==> config.mk <==
export PLATFORM = sky130hd
export DESIGN_NAME = cth_mod
export DESIGN_NICKNAME = d
export VERILOG_FILES = /design/src/sv/cth_pkg.sv /design/src/sv/cth_mod.sv
export SDC_FILE = /design/constraint.sdc
export NUM_CORES = 1
export LEC_CHECK = 0
export BUFFER_PORTS_ARGS = -buffer_cell sky130_fd_sc_hd__clkbuf_2
export CORE_MARGIN = 2
export CORE_UTILIZATION = 50
export DETAILED_ROUTE_END_ITERATION = 12
export PLACE_DENSITY = 0.72
export RECOVER_POWER = 25
export SLEW_MARGIN = 5
export SYNTH_ARGS = -nofsm -noshare
export SYNTH_HDL_FRONTEND = slang
export SYNTH_SLANG_ARGS = --single-unit
==> constraint.sdc <==
create_clock -name clk -period 4.7 [get_ports clk]
set_input_delay 0.94 -clock clk [delete_from_list [all_inputs] [get_ports clk]]
set_output_delay 0.94 -clock clk [all_outputs]
set_load 0.1 [all_outputs]
==> src/sv/cth_pkg.sv <==
`timescale 1ns / 1ps
// ----------------------------------------------------------------------------
// cth_pkg: shared constants and types of the crypt table string hash
// Seed values, table geometry and generator constants used by the table
// builder and the hash datapath.
// ----------------------------------------------------------------------------
package cth_pkg;

  // table geometry: five slices of 256 words
  localparam int unsigned SLICE_WORDS = 256;
  localparam int unsigned SLICE_COUNT = 5;
  localparam int unsigned TABLE_WORDS = SLICE_WORDS * SLICE_COUNT;
  localparam int unsigned COL_W       = $clog2(SLICE_WORDS);
  localparam int unsigned SLICE_W     = $clog2(SLICE_COUNT);
  localparam int unsigned ADDR_W      = $clog2(TABLE_WORDS);

  // seeds after reset and after every terminator
  localparam logic [31:0] SEED_ONE_INIT = 32'h7FED_7FED;
  localparam logic [31:0] SEED_TWO_INIT = 32'hEEEE_EEEE;

  // table generator: seed = (seed * 125 + 3) mod 0x2AAAAB
  localparam logic [21:0] GEN_START = 22'h10_0001;
  localparam logic [23:0] GEN_MOD   = 24'h2A_AAAB;
  localparam logic [6:0]  GEN_MUL   = 7'd125;
  localparam logic [1:0]  GEN_ADD   = 2'd3;

  // configuration
  localparam int unsigned     KIND_W          = 3;
  localparam logic [KIND_W-1:0] HASH_KIND_RESET = 3'd2;

  // result fields
  localparam int unsigned HASH_W       = 32;
  localparam int unsigned BUCKET_W     = 10;
  localparam int unsigned BUCKET_COUNT = 1024;

  // table read request from the hash datapath
  typedef struct packed {
    logic              en;
    logic [ADDR_W-1:0] addr;
  } tbl_rd_t;

endpackage

==> src/sv/cth_mod.sv <==
`timescale 1ns / 1ps
// ----------------------------------------------------------------------------
// cth_mod: pipelined bucket remainder
// Restoring remainder of the hash by the bucket count, four dividend bits
// per stage; the last stage doubles as the result register.
// ----------------------------------------------------------------------------
module cth_mod #(
  parameter int unsigned BUCKET_COUNT = cth_pkg::BUCKET_COUNT
) (
  input  logic                          clk,
  input  logic                          rst_n,
  input  logic                          en,
  input  logic                          in_vld,
  input  logic [cth_pkg::HASH_W-1:0]    in_hash,
  output logic                          res_vld,
  output logic [cth_pkg::HASH_W-1:0]    res_hash,
  output logic [cth_pkg::BUCKET_W-1:0]  res_bucket
);

  localparam int unsigned BITS_PER_STAGE = 4;
  localparam int unsigned STAGES         = cth_pkg::HASH_W / BITS_PER_STAGE;
  localparam int unsigned RW             = $clog2(BUCKET_COUNT) + 1;
  localparam logic [RW-1:0] DIVISOR      = RW'(BUCKET_COUNT);

  logic                       vld_r  [STAGES];
  logic [cth_pkg::HASH_W-1:0] hash_r [STAGES];
  logic [RW-1:0]              rem_r  [STAGES];

  // shift in four bits, subtracting the divisor after each
  function automatic logic [RW-1:0] rem_step(input logic [RW-1:0] rem_in,
                                             input logic [BITS_PER_STAGE-1:0] nib);
    logic [RW-1:0] r;
    r = rem_in;
    for (int i = BITS_PER_STAGE - 1; i >= 0; i--) begin
      r = RW'({r, nib[i]});
      if (r >= DIVISOR) begin
        r = r - DIVISOR;
      end
    end
    return r;
  endfunction

  // advance all stages together, hold while the result waits
  always_ff @(posedge clk) begin
    if (!rst_n) begin
      for (int k = 0; k < STAGES; k++) begin
        vld_r[k] <= 1'b0;
      end
    end else if (en) begin
      vld_r[0]  <= in_vld;
      hash_r[0] <= in_hash;
      rem_r[0]  <= rem_step('0, in_hash[cth_pkg::HASH_W-1 -: BITS_PER_STAGE]);
      for (int k = 1; k < STAGES; k++) begin
        vld_r[k]  <= vld_r[k-1];
        hash_r[k] <= hash_r[k-1];
        rem_r[k]  <= rem_step(rem_r[k-1],
                              hash_r[k-1][cth_pkg::HASH_W-1-BITS_PER_STAGE*k -: BITS_PER_STAGE]);
      end
    end
  end

  assign res_vld    = vld_r[STAGES-1];
  assign res_hash   = hash_r[STAGES-1];
  assign res_bucket = cth_pkg::BUCKET_W'(rem_r[STAGES-1]);

endmodule

==> results_dict.tcl <==
set metrics [dict create \
    startpoint "hash_r[1][105]$_DFFE_PP_" \
    place.gp.congestion 0.596 \
    placedCellCount 576 \
    synth-async-reset-ratio_pct 0 \
    r2r_end "vld_r[0][1]$_SDFFCE_PN0P_" \
    n_antenna_cell 0 \
    clock_path_buffers 3 \
    setup_tns_ns 0 \
    synth.avg_cell_area_um2 26.2 \
    finClkSkew_ns 0.00805 \
    multiInputGateArea_um2 81.3 \
    max_freq_mhz 440 \
    cts_sinks 264 \
    synth.largest_area_cell "edfxtp_1" \
    grt_util_met3_pct 2.57 \
    synth_edf_count 263 \
    cts_resized 0 \
    antenna_found_initial 0 \
    syn_nets 353 \
    timing.hold.ws_ns 0.412 \
    drt-pass1-iter-count 4 \
    grt_pass1_wl_mm 13.6 \
    drv_cap 0 \
    crit_path_end_kind "output port" \
    worstPathCellList "clkbuf_2" \
    io_buffers 78 \
    coreArea_mm2 0.0164 \
    synth-seq-cells 264 \
    fp.dieW_um 133 \
    r2r_start "vld_r[0][0]$_SDFFCE_PN0P_" \
    syn_area_mm2 0.00831 \
    ff_latch_area_mm2 0.00792 \
    status "finished, final reports clean" \
    cpPeakStageDelay_ns 0.47 \
    clockRootBuffer "clkbuf_16" \
    route.detailed.drc 0 \
    worst_slack_ns 2.43 \
    ff2ff_path_depth 1 \
    hold_path_startpoint "hash_r[0][127]$_DFFE_PP_" \
    holdBufCountCts 0 \
    cts_buffers 25 \
    p_per_area_mw_per_mm2 509 \
    initial_utilization_pct 50.7 \
    synth_common_cells "edfxtp_1, buf_4, and3_2, and2_1" \
    critPathSlowestCell "clkbuf_2" \
    path_buf_inv 1 \
    grt_max_degree 102 \
    cp_max_fo 2 \
    die_area_mm2 0.0177 \
    clk_pin_slew_ns 0.06 \
    setup_viol 0 \
    start_kind "flop" \
    yosysMostFrequentCell "edfxtp_1" \
    ys_top_cells_by_area "edfxtp_1, buf_4, and3_2" \
    preCtsSetupSlack_ns 2.22 \
    synthFlopType "edfxtp_1" \
    ant_nets 0 \
    grt.total_usage_pct 9.70 \
    synthCells 317 \
    std_cell_rows 47 \
    min_path_type "flop to flop" \
    rsz0062_at_grt "no" \
    yosysWarningCount 0 \
    hpwl_mm 4.64 \
    netlist.area_leader.share_pct 95.0 \
    seq_area_frac_synth_pct 95.2 \
    cp_top_family "buffers and inverters" \
    worstMarginPinSlew_ns 0.748 \
    ir_drop_v 0.000346 \
    worstPathRequired_ns 3.76 \
    drv_slew 0 \
    slew_headroom_pct 50.2 \
    cp.arrival_ns 1.33 \
    ios 79 \
    period_share_pct 48.3 \
    synth_cell_type_count 9 \
    hold_depth 0 \
    met1_usage_pct 13.5 \
    finalPower_mw 4.85 \
    synthToLayoutAreaGrowth_pct 14.8 \
    grt-ovfl-total 0 \
    place_area_mm2 0.00871 \
    period_minus_slack_ns 2.27 \
    rrSetupSlack_ns 3.86 \
    hold_viol 0 \
    htree_levels 1 \
    wl_per_cell_um 13.6 \
    fin_util_pct 58.1 \
    fillers 1148 \
    grt.busiest_layer "met2" \
    grtUsageMet2_pct 14.4 \
    via_per_inst 4.36 \
    wl_mm 8.47 \
    grt_pass1_vias 2729 \
    first_iter_violations 179 \
    worstHoldEndpoint "hash_r[1][31]$_DFFE_PP_" \
    nets 419 \
    path_class "flop to output port" \
    vias 2714 \
    final_cells 622 \
    post-cts-setup-buffer-count 0 \
    cts_tree "done" \
    drive_gt1_share_pct 31.1 \
    leakagePower_nw 3.29 \
    die_y_um 133 \
    clk-insertion-delay-late_ns 0.50 \
    fin_area_mm2 0.00954 \
    cp.depth 1 \
]
## cell usage in the layout (no fill, tap or decap), drive strengths merged
master | netlist | final
clkinv | 0 | 11
nand2b | 1 | 1
inv | 0 | 1
bufinv | 0 | 4
nor2b | 1 | 1
buf | 42 | 3
edfxtp | 263 | 263
clkinvlp | 0 | 1
and3 | 5 | 5
dfxtp | 1 | 1
mux2i | 1 | 1
and2 | 3 | 3
clkbuf | 0 | 107
## power breakdown
group	switching [mW]	internal, mW	leakage, nW	total [mW]
clock	0.771	1.20	0.408	1.97
combinational	0.148	0.0246	0.393	0.173
sequential	0.0225	2.69	2.49	2.71
total	0.942	3.91	3.29	4.85
## worst max-delay path by stage
stage,slack (ns),end
2_1_floorplan,0.16,hash_r[0][0]$_DFFE_PP_
3_3_place_gp,2.34,hash_r[1][96]$_DFFE_PP_
3_5_place_dp,2.22,hash_r[1][96]$_DFFE_PP_
4_1_cts,2.40,res_hash[9]
5_1_grt,2.39,res_hash[9]
6_report,2.43,res_hash[9]
## flip-flops by register name (all words and copies together) (netlist names)
register,count
hash_r,254
vld_r,8
rem_r,2
## final cells by class
class	count	share of cell area (%)
clock inverters	17	1.95
multi-input cells	11	0.853
flip-flops and latches	264	83.0
repair buffers	81	4.59
clock buffers	29	6.72
well taps	220	2.89
## layer usage
metal | share of wire [%] | vias to the layer above
met3 | 5.6 | 13
met1 | 45 | 1289
met5 | 0 | -
met2 | 47 | 75
li1 | - | 1337
met4 | 2.1 | 0
## cells by family after synthesis
logic type,after synthesis,share of synthesized area (%)
mux,1,0.120
flops,264,95.2
simple gates,10,0.843
buf+inv,42,3.79
Power figures use the tool's default switching activity.
